$ cat config.mk
export PLATFORM = sky130hd
export DESIGN_NAME = serial_frame_deframer_xor_unit
export DESIGN_NICKNAME = d
export VERILOG_FILES = /design/src/design/sfdx_pkg.sv /design/src/design/sfdx_cfg.sv /design/src/design/sfdx_parser.sv /design/src/design/sfdx_result_reg.sv /design/src/design/serial_frame_deframer_xor_unit.sv
export SDC_FILE = /design/constraint.sdc
export NUM_CORES = 1
export LEC_CHECK = 0
export BUFFER_PORTS_ARGS = -buffer_cell sky130_fd_sc_hd__buf_2
export CAP_MARGIN = 30
export CORE_MARGIN = 2
export CORE_UTILIZATION = 55
export CTS_CLUSTER_DIAMETER = 30
export DETAILED_ROUTE_END_ITERATION = 10
export GPL_ROUTABILITY_DRIVEN = 1
export HOLD_SLACK_MARGIN = 0.08
export PLACE_DENSITY_LB_ADDON = 0.15
export SYNTH_ARGS = -nofsm -noshare
export SYNTH_HDL_FRONTEND = slang
export SYNTH_SLANG_ARGS = --single-unit
$ cat constraint.sdc
create_clock -name clk -period 4.9 [get_ports clk]
set_clock_uncertainty 0.15 [all_clocks]
set_input_delay 0.735 -clock clk [delete_from_list [all_inputs] [get_ports clk]]
set_output_delay 0.735 -clock clk [all_outputs]
set_load 0.03 [all_outputs]
$ cat src/design/sfdx_pkg.sv
`timescale 1ns / 1ps
// Shared types and constants for the serial frame deframer.
// No dependencies; every other design file imports this package.
package sfdx_pkg;

  localparam int unsigned OVERHEAD_BYTES = 6;

  // Register reset values
  localparam logic [15:0] MAX_PAYLOAD_RST = 16'd275;
  localparam logic [7:0]  START_BYTE_RST  = 8'd27;
  localparam logic [7:0]  TOKEN_BYTE_RST  = 8'd14;
  localparam logic [7:0]  PEER_CODE_RST   = 8'd176;
  localparam logic [7:0]  SEQ_RST         = 8'd1;

  typedef enum logic [1:0] {
    CFG_MAX_PAYLOAD = 2'd0,
    CFG_START_BYTE  = 2'd1,
    CFG_TOKEN_BYTE  = 2'd2,
    CFG_PEER_CODE   = 2'd3
  } cfg_index_t;

  typedef enum logic [2:0] {
    PH_HUNT   = 3'd0,
    PH_SEQ    = 3'd1,
    PH_LEN_HI = 3'd2,
    PH_LEN_LO = 3'd3,
    PH_TOKEN  = 3'd4,
    PH_DATA   = 3'd5,
    PH_CSUM   = 3'd6
  } phase_t;

  typedef enum logic [1:0] {
    RK_PAYLOAD  = 2'd0,
    RK_COMPLETE = 2'd1,
    RK_ERROR    = 2'd2
  } result_kind_t;

  typedef enum logic [2:0] {
    ERR_NONE       = 3'd0,
    ERR_TIMEOUT    = 3'd1,
    ERR_TOO_LONG   = 3'd2,
    ERR_PEER_CKSUM = 3'd3,
    ERR_BAD_CKSUM  = 3'd4
  } error_code_t;

  typedef struct packed {
    logic [15:0] max_payload;
    logic [7:0]  start_byte;
    logic [7:0]  token_byte;
    logic [7:0]  peer_cksum_error_code;
  } cfg_t;

  typedef struct packed {
    logic       kind;
    logic [7:0] rx_byte;
  } item_t;

  typedef struct packed {
    logic [1:0]  result_kind;
    logic [7:0]  payload_byte;
    logic [15:0] byte_index;
    logic [16:0] frame_total;
    logic [2:0]  error_code;
    logic        last;
  } result_t;

endpackage

$ cat src/design/sfdx_cfg.sv
`timescale 1ns / 1ps
// Configuration register file of the deframer: four write-only registers.
// Depends on sfdx_pkg for cfg_t and the register index codes.
module sfdx_cfg import sfdx_pkg::*; (
  input  logic        clk,
  input  logic        rst,
  input  logic        cfg_we,
  input  cfg_index_t  cfg_index,
  input  logic [15:0] cfg_data,
  output cfg_t        cfg
);

  always_ff @(posedge clk) begin
    if (rst) begin
      cfg.max_payload           <= MAX_PAYLOAD_RST;
      cfg.start_byte            <= START_BYTE_RST;
      cfg.token_byte            <= TOKEN_BYTE_RST;
      cfg.peer_cksum_error_code <= PEER_CODE_RST;
    end else if (cfg_we) begin
      unique case (cfg_index)
        CFG_MAX_PAYLOAD: cfg.max_payload           <= cfg_data;
        CFG_START_BYTE:  cfg.start_byte            <= cfg_data[7:0];
        CFG_TOKEN_BYTE:  cfg.token_byte            <= cfg_data[7:0];
        CFG_PEER_CODE:   cfg.peer_cksum_error_code <= cfg_data[7:0];
        default: ;
      endcase
    end
  end

endmodule

$ cat src/design/sfdx_parser.sv
`timescale 1ns / 1ps
// Frame parser: phase state machine, sequence/length/count/checksum state,
// and the one-beat result decode. Depends on sfdx_pkg.
module sfdx_parser import sfdx_pkg::*; (
  input  logic    clk,
  input  logic    rst,
  input  cfg_t    cfg,
  input  logic    fire,
  input  item_t   item,
  output logic    has_result,
  output result_t res
);

  phase_t      phase, phase_next;
  logic [7:0]  expected_seq, expected_seq_next;
  logic [15:0] frame_len, frame_len_next;
  logic [15:0] received_count, received_count_next;
  logic [7:0]  running_xor, running_xor_next;

  logic [7:0]  xor_acc;
  logic [15:0] count_inc;
  logic        is_start, seq_ok, token_ok, over_limit, peer_err, data_done, cksum_bad;

  assign xor_acc    = running_xor ^ item.rx_byte;
  assign count_inc  = received_count + 16'd1;
  assign is_start   = (item.rx_byte == cfg.start_byte);
  assign seq_ok     = (item.rx_byte == expected_seq);
  assign token_ok   = (item.rx_byte == cfg.token_byte);
  assign over_limit = (received_count >= cfg.max_payload);
  assign peer_err   = (received_count == 16'd0) &&
                      (item.rx_byte == cfg.peer_cksum_error_code);
  assign data_done  = (count_inc == frame_len);
  assign cksum_bad  = (xor_acc != 8'd0);

  // Next phase
  always_comb begin
    phase_next = phase;
    if (item.kind) begin
      phase_next = PH_HUNT;
    end else begin
      unique case (phase)
        PH_HUNT:   phase_next = is_start ? PH_SEQ : PH_HUNT;
        PH_SEQ:    phase_next = seq_ok ? PH_LEN_HI : PH_HUNT;
        PH_LEN_HI: phase_next = PH_LEN_LO;
        PH_LEN_LO: phase_next = PH_TOKEN;
        PH_TOKEN:  phase_next = token_ok ? PH_DATA : PH_HUNT;
        PH_DATA: begin
          if (over_limit || peer_err) phase_next = PH_HUNT;
          else if (data_done)         phase_next = PH_CSUM;
          else                        phase_next = PH_DATA;
        end
        PH_CSUM:   phase_next = PH_HUNT;
        default:   phase_next = PH_HUNT;
      endcase
    end
  end

  // Datapath next values and result decode
  always_comb begin
    expected_seq_next   = expected_seq;
    frame_len_next      = frame_len;
    received_count_next = received_count;
    running_xor_next    = running_xor;
    has_result          = 1'b0;
    res                 = '0;
    if (item.kind) begin
      has_result     = 1'b1;
      res.result_kind = RK_ERROR;
      res.error_code  = ERR_TIMEOUT;
      res.last        = 1'b1;
    end else begin
      running_xor_next = xor_acc;
      unique case (phase)
        PH_HUNT: begin
          if (is_start) begin
            running_xor_next    = item.rx_byte;
            received_count_next = '0;
            frame_len_next      = '0;
          end
        end
        PH_SEQ: begin
          if (seq_ok) expected_seq_next = expected_seq + 8'd1;
        end
        PH_LEN_HI: frame_len_next = {item.rx_byte, 8'd0};
        PH_LEN_LO: frame_len_next = frame_len + {8'd0, item.rx_byte};
        PH_TOKEN: ;
        PH_DATA: begin
          has_result = 1'b1;
          if (over_limit) begin
            res.result_kind = RK_ERROR;
            res.error_code  = ERR_TOO_LONG;
            res.last        = 1'b1;
          end else if (peer_err) begin
            res.result_kind = RK_ERROR;
            res.error_code  = ERR_PEER_CKSUM;
            res.last        = 1'b1;
          end else begin
            received_count_next = count_inc;
            res.result_kind     = RK_PAYLOAD;
            res.payload_byte    = item.rx_byte;
            res.byte_index      = received_count;
          end
        end
        PH_CSUM: begin
          has_result = 1'b1;
          res.last   = 1'b1;
          if (cksum_bad) begin
            res.result_kind = RK_ERROR;
            res.error_code  = ERR_BAD_CKSUM;
          end else begin
            res.result_kind = RK_COMPLETE;
            res.frame_total = {1'b0, frame_len} + 17'(OVERHEAD_BYTES);
          end
        end
        default: ;
      endcase
    end
  end

  always_ff @(posedge clk) begin
    if (rst) begin
      phase          <= PH_HUNT;
      expected_seq   <= SEQ_RST;
      frame_len      <= '0;
      received_count <= '0;
      running_xor    <= '0;
    end else if (fire) begin
      phase          <= phase_next;
      expected_seq   <= expected_seq_next;
      frame_len      <= frame_len_next;
      received_count <= received_count_next;
      running_xor    <= running_xor_next;
    end
  end

  a_last_hunts: assert property (@(posedge clk) disable iff (rst)
    fire && has_result && res.last |=> phase == PH_HUNT)
    else $error("frame attempt ended but parser not hunting");

  a_timeout_reports: assert property (@(posedge clk) disable iff (rst)
    fire && item.kind |-> has_result && res.error_code == ERR_TIMEOUT)
    else $error("timeout event did not give a timeout error");

  a_payload_counts: assert property (@(posedge clk) disable iff (rst)
    fire && has_result && res.result_kind == RK_PAYLOAD
    |=> received_count == $past(received_count) + 16'd1)
    else $error("payload beat did not advance the byte count");

endmodule

$ cat src/design/sfdx_result_reg.sv
`timescale 1ns / 1ps
// Result register: holds one result beat until the receiver takes it.
// Depends on sfdx_pkg for result_t.
module sfdx_result_reg import sfdx_pkg::*; (
  input  logic    clk,
  input  logic    rst,
  input  logic    load,
  input  result_t res,
  input  logic    result_stall,
  output logic    result_valid,
  output result_t result
);

  always_ff @(posedge clk) begin
    if (rst) begin
      result_valid <= 1'b0;
    end else if (load) begin
      result_valid <= 1'b1;
    end else if (!result_stall) begin
      result_valid <= 1'b0;
    end
  end

  always_ff @(posedge clk) begin
    if (load) begin
      result <= res;
    end
  end

endmodule

$ cat src/design/serial_frame_deframer_xor_unit.sv
`timescale 1ns / 1ps
// Serial frame deframer with XOR checksum: top level.
// Depends on sfdx_pkg, sfdx_cfg, sfdx_parser and sfdx_result_reg.
//
// Usage:
//   Item channel (item_valid / item_stall / item): one beat per link byte,
//   or a timeout/link-error event when item.kind is set. A beat is taken
//   at a clock edge with item_valid high and item_stall low.
//   Result channel (result_valid / result_stall / result): payload bytes
//   with their index, frame-complete beats with the total frame length,
//   and error beats. Bytes that give no result (header, hunting) produce
//   no beat.
//   Config port (cfg_we / cfg_index / cfg_data): single-cycle writes of
//   max_payload, start_byte, token_byte and the peer checksum error code.
//   Write only while the block is idle.
// Timing: one beat per cycle sustained while result_stall is low. A beat lands
//   in the input register, is parsed there by the combinational parser, and
//   its result is registered in the result register before it shows on the
//   result port.
// Reset: the parser hunts for the start byte, the expected sequence is 1,
//   registers return to their defaults, both channels drain empty.
// Stall: a held result keeps its beat; the input register keeps advancing
//   for beats that give no result and fills, then raises item_stall.
module serial_frame_deframer_xor_unit import sfdx_pkg::*; (
  input  logic        clk,
  input  logic        rst,
  input  logic        item_valid,
  output logic        item_stall,
  input  item_t       item,
  output logic        result_valid,
  input  logic        result_stall,
  output result_t     result,
  input  logic        cfg_we,
  input  cfg_index_t  cfg_index,
  input  logic [15:0] cfg_data
);

  cfg_t    cfg;
  logic    hold_valid;
  item_t   hold_item;
  logic    has_result;
  result_t res;
  logic    parse_fire;
  logic    item_take;

  sfdx_cfg u_cfg (
    .clk       (clk),
    .rst       (rst),
    .cfg_we    (cfg_we),
    .cfg_index (cfg_index),
    .cfg_data  (cfg_data),
    .cfg       (cfg)
  );

  // Parse the held beat when its result (if any) has room to land:
  // the result register is empty or draining this cycle.
  assign parse_fire = hold_valid && (!has_result || !result_valid || !result_stall);
  assign item_stall = hold_valid && !parse_fire;
  assign item_take  = item_valid && !item_stall;

  // Input register: advance on a new beat, drop once parsed.
  always_ff @(posedge clk) begin
    if (rst) begin
      hold_valid <= 1'b0;
    end else if (item_take) begin
      hold_valid <= 1'b1;
    end else if (parse_fire) begin
      hold_valid <= 1'b0;
    end
  end

  always_ff @(posedge clk) begin
    if (item_take) begin
      hold_item <= item;
    end
  end

  sfdx_parser u_parser (
    .clk        (clk),
    .rst        (rst),
    .cfg        (cfg),
    .fire       (parse_fire),
    .item       (hold_item),
    .has_result (has_result),
    .res        (res)
  );

  sfdx_result_reg u_result (
    .clk          (clk),
    .rst          (rst),
    .load         (parse_fire && has_result),
    .res          (res),
    .result_stall (result_stall),
    .result_valid (result_valid),
    .result       (result)
  );

  // A parsed beat with a result must show on the result channel next cycle.
  a_result_lands: assert property (@(posedge clk) disable iff (rst)
    parse_fire && has_result |=> result_valid && result == $past(res))
    else $error("parsed result beat did not reach the result register");

  // Backpressure only while a beat waits in the input register.
  a_stall_held: assert property (@(posedge clk) disable iff (rst)
    item_stall |-> hold_valid && result_valid && result_stall)
    else $error("item_stall raised without a blocked result");

endmodule

After elaboration in Yosys (flattened, before gate mapping)
Index checks and enable logic that the tools add are counted.
{"block": "word_totals", "regBits": 149, "input_bits": 32, "out_inout_bits": 49}
{"block": "op_classes", "addsub": 4, "order_cmp": 1, "n_eq_ne": 18, "n_mux": 28, "n_bitwise": 4, "n_reduce_logical": 31}
{"op": "$mux W16", "count": 3}
{"op": "$pmux W16 S3", "count": 1}
{"op": "$eq A8 B8 Y1", "count": 4}
{"op": "$pmux W16 S2", "count": 1}
{"op": "$pmux W3 S6", "count": 1}
{"op": "$add A16 B3 Y17 const B", "count": 1}
{"op": "$add A16 B1 Y16 const B", "count": 1}
{"op": "$add A16 B8 Y16", "count": 1}
{"op": "$eq A16 B16 Y1", "count": 1}
{"op": "$ge A16 B16 Y1", "count": 1}
{"op": "$logic_not A16 Y1", "count": 1}
{"op": "$mux W8", "count": 2}
{"op": "$mux W3", "count": 5}
{"op": "$mux W2", "count": 5}
{"op": "$reduce_and A2 Y1", "count": 5}
{"op": "$eq A3 B3 Y1 const B", "count": 3}
{"op": "$add A8 B1 Y8 const B", "count": 1}
{"op": "$pmux W4 S2", "count": 1}
{"op": "$reduce_and A4 Y1", "count": 2}
{"op": "$reduce_bool A8 Y1", "count": 1}
{"op": "$xor A8 B8 Y8", "count": 1}
{"op": "$mux W1", "count": 7}
{"op": "$eq A3 B2 Y1 const B", "count": 2}
{"op": "$reduce_and A6 Y1", "count": 1}
{"op": "other kinds (18)", "count": 34}

Longest topological paths before layout
{"block": "depth", "ltp_word": 13, "mapped_depth": 10}

Cells and area by module
Synthesis repeated with hierarchy kept, for this count alone.
{"block": "unflattened", "hier_cells": 881, "area_unflattened_um2": 8202.9}
{"module": "sfdx_parser", "n_inst": 1, "cells_each": 651, "area_each_um2": 4775.8}
{"module": "sfdx_cfg", "n_inst": 1, "cells_each": 161, "area_each_um2": 1652.8}
{"module": "sfdx_result_reg", "n_inst": 1, "cells_each": 50, "area_each_um2": 1440.1}
{"module": "serial_frame_deframer_xor_unit", "n_inst": 1, "cells_each": 19, "area_each_um2": 334.1}

Worst setup path before layout
No wires, ideal clock.
{"block": "synth_timing", "path_kind": "register to register", "start": "register u_parser.phase[1]", "end": "register, netlist name u_result.result[0]", "setup_time_ns": 0.467, "arrival_time_ns": 3.405, "slack_ns": 0.878, "stages_incl_launch_ff": 6, "n_path_buf": 1, "cell_sequence": "dfxtp_1 -> clkbuf_1 -> xor2_1 -> a21oi_1 -> nand2b_1 -> a21oi_1"}
{"block": "synth_via", "elab_chain_cells": 9}
{"item": "start: declaration", "line_no": "sfdx_parser.sv:14", "source": "phase_t phase, phase_next;"}
{"item": "start signal: assignment", "line_no": "sfdx_parser.sv:128", "source": "phase <= phase_next;"}
{"item": "$eq A3 B3 Y1", "line_no": "sfdx_parser.sv:73", "source": "unique case (phase)"}
{"item": "$reduce_or A2 Y1 (no source line) *"}
{"item": "$mux W1 *", "line_no": "sfdx_parser.sv:73"}
{"item": "$mux W1 *", "line_no": "sfdx_parser.sv:66", "source": "if (item.kind) begin"}
{"item": "$logic_not A1 Y1", "line_no": "serial_frame_deframer_xor_unit.sv:57", "source": "assign parse_fire = hold_valid && (!has_result || !result_valid || !result_stall);"}
{"item": "$logic_or A1 B1 Y1 (2 in series)", "line_no": "serial_frame_deframer_xor_unit.sv:57"}
{"item": "$logic_and A1 B1 Y1", "line_no": "serial_frame_deframer_xor_unit.sv:57"}
{"item": "$logic_and A1 B1 Y1 *", "line_no": "serial_frame_deframer_xor_unit.sv:91", "source": ".load (parse_fire && has_result),"}
{"item": "net u_result.load", "line_no": "sfdx_result_reg.sv:7", "source": "input logic load,"}
Mark *: on every way through the listed nets, which the timed path passes. The rest lies on a longest branch.
A chain may end at the register's enable or synchronous reset.

Worst setup path in the final report
{"block": "layout_timing", "start": "register u_parser.received_count[0]", "end": "register, netlist name u_result.result[37]"}
{"block": "layout_via", "elab_chain_cells": 3}
{"item": "start: declaration", "line_no": "sfdx_parser.sv:17", "source": "logic [15:0] received_count, received_count_next;"}
{"item": "start signal: assignment", "line_no": "sfdx_parser.sv:131", "source": "received_count <= received_count_next;"}
{"item": "branches (longest 2 deep; another with $ge A16 B16 Y1)"}
{"item": "$reduce_or A4 Y1 (no source line) *"}
Every way passes the cells marked *.

==> out/qor.csv <==
metric,value,unit
antenna_cells,0,
power_leakage,3.516,nW
edff_count_synth,56,
cts.root.buffer_cell,clkbuf_16,
synth.lib_cells_used.distinct,71,
cts.htree.levels,4,
cts_max_path_bufs,2,
vias,6962,
layout_commonest_cell,nand2_1,
die_w,126.9,µm
cts_setup_buffers,0,
drtIter0Drc,663,
floorplan.die_area,16090,µm²
insertion_delay,0.43,ns
worst-slew-pin-transition,0.9948,ns
ys_seq_area_frac,0.4269,
crit_path_start_kind,flop,
post_cts.resized_instances,0,
timing.final.setup_violations,0,
clkSlewWorstSetupHoldPaths,0.06,ns
grt_antenna_before_repair,0,
number_of_global_route_vias_before_repair,6693,
type_of_the_worst_setup_path,flop to flop,
layout-area-overhead-vs-synth,12.48,%
final_instance_area,9336,µm²
postSynthAreaPerCell,8.944,µm²
warnings_from_yosys,0,
rsz_0062_raised_after_global_routing,false,
startpoint_of_the_tightest_hold_check_path,u_cfg.cfg[26],
number_of_routed_nets_with_antenna_violations,0,
r2r.worst_path.cells,9,
final_max_slew_viol_count,0,
power_density,309.4,nW/µm²
cp-end-kind,flop,
post_route_cells_drive_above_1_share,0.1397,
rows,44,
post-route-period-util,0.6762,
netlist_instances,928,
cts_inserted_buffers,17,
worst_slew_margin_rel,0.3328,
drt_drc_violations_left,0,
wirelength,21060,µm
routed_wire_per_std_cell,18.08,µm
peakVddDrop,0.0002102,V
highest_fanout_seen_on_the_critical_path,15,
drt_pass1_iterations,5,
tritoncts_num_sinks,149,
count_of_cells_along_the_worst_hold_path,2,
globalRouteOverflowTotal,0,
maximum_number_of_pins_on_one_net_before_global_route_repair,48,
post-route-min-period,3.313,ns
grt_pass1_wl,34460,µm
worst_ep_required_time,5.05,ns
grt_use_total,0.2709,
detailedPlacementHpwl,14460,µm
worstHoldEndpoint,u_cfg.cfg[26],
max_cap_violations,0,
outcome,completed,
tns,0,ns
max_freq,301.8,MHz
portBuffers,80,
worstReg2RegStart,u_parser.received_count[0],
syn-num-nets,989,
place_area,8700,µm²
hold_fix_buffers_at_cts,0,
coreArea,14640,µm²
hold_violations,0,
fin_nets,1029,
cts_tree,done,
r2r_setup_slack,1.59,ns
number_of_vias_per_cell_after_detailed_routing,5.976,
effective_utilization_at_floorplan,0.5668,
place.gp.congestion,0.8760,
synth.ff_latch_count,149,
floorplan.io_pins,81,
arrival,3.46,ns
mappedNetlistArea,8300,µm²
postSynth.topFlopCell,dfxtp_1,
mostFrequentLayoutCells,"nand2_1 (118), dfxtp_1 (93), buf_2 (80)",
postSynth.asyncResetShare,0,
worstReg2RegEnd,u_result.result[37],
die_h,126.9,µm
hold_path_class,flop to flop,
-- cell families after synthesis --
kind of cell	count (synthesis)	share of synthesized area
simple gates	384	0.2299
mux	19	0.02306
flops	149	0.4269
buf+inv	95	0.05020
compound gates	167	0.1340
fa+ha+maj	29	0.04462
xor+xnor	85	0.09135
-- area by class of cell --
type | count | area [µm²]
clock inverters | 6 | 83.83
multi-input cells | 684 | 4357
well taps | 184 | 230.2
flip-flops and latches | 149 | 3543
clock buffers | 26 | 553.0
inverters | 28 | 105.1
repair buffers | 88 | 464.2
fillers | 1263 | 5308
-- power breakdown --
group          internal [mW]  leakage, nW  switching, mW
logic                 0.0609         1.91          0.105
clock network          0.879        0.320          0.502
registers               1.31         1.29         0.0309
-- worst max path at each step --
stage                                from  slack [ns]  cells after the start                  end
2_1_floorplan           u_parser.phase[1]        0.88                      5   u_result.result[0]
3_3_place_gp   u_parser.received_count[3]        1.71                      8  u_result.result[37]
3_5_place_dp   u_parser.received_count[0]        1.67                      9  u_result.result[37]
4_1_cts        u_parser.received_count[0]        1.64                      9  u_result.result[37]
5_1_grt        u_parser.received_count[9]        1.39                      8  u_result.result[39]
6_report       u_parser.received_count[0]        1.59                      9  u_result.result[37]
-- per-layer routing --
layer  GRT usage  up-vias  share of wire
met4      0.1144        0          0.027
li1            -     3370              -
met1      0.3668     3310           0.46
met2      0.4250      231           0.46
met3     0.05399       51          0.054
met5           0        -              0
-- registers in the layout, summed over array words and instances (netlist names), 3 cells and up --
register,cells
hold_item,9
u_parser.frame_len,16
u_result.result,47
u_parser.received_count,16
u_cfg.cfg,40
u_parser.running_xor,8
u_parser.phase,3
u_parser.expected_seq,8
-- critical path, cell delays in order (launching register included) --
cell	delay, ns
dfxtp_1	0.51
inv_1	0.14
ha_1	0.29
nor3b_1	0.17
o21ai_0	0.12
a211oi_1	0.38
o21bai_2	0.31
nor2_1	0.66
buf_4	0.30
and2_1	0.15
-- synth_stat cells (28+ instances only) --
cell type | count | area share
nand3_1 | 36 | 0.022
ha_1 | 28 | 0.042
a21oi_1 | 58 | 0.035
nor3_1 | 31 | 0.019
xor2_1 | 30 | 0.032
clkbuf_1 | 35 | 0.016
dfxtp_1 | 93 | 0.22
o21ai_0 | 30 | 0.018
xnor2_1 | 54 | 0.057
edfxtp_1 | 56 | 0.20
inv_1 | 28 | 0.013
nand2_1 | 118 | 0.053
nor2_1 | 74 | 0.033
-- metrics by stage --
| stage | power, mW | instances | hold slack, ns | setup slack (ns) | util |
|---|---|---|---|---|---|
| 5_1_grt | 2.974 | 1165 | 0.3160 | 1.388 | 0.6376 |
| 4_1_cts | 2.901 | 1165 | 0.3065 | 1.644 | 0.6376 |
| 3_3_place_gp | 1.529 | 1132 | 0.2947 | 1.708 | 0.5933 |
| 6_report | 2.889 | 1165 | 0.3034 | 1.587 | 0.6376 |
| 3_5_place_dp | 1.533 | 1133 | 0.2984 | 1.669 | 0.5941 |
| 2_1_floorplan | 1.475 | 928 | 0.2863 | 0.8777 | - |
(Power assumes the default switching activity.)
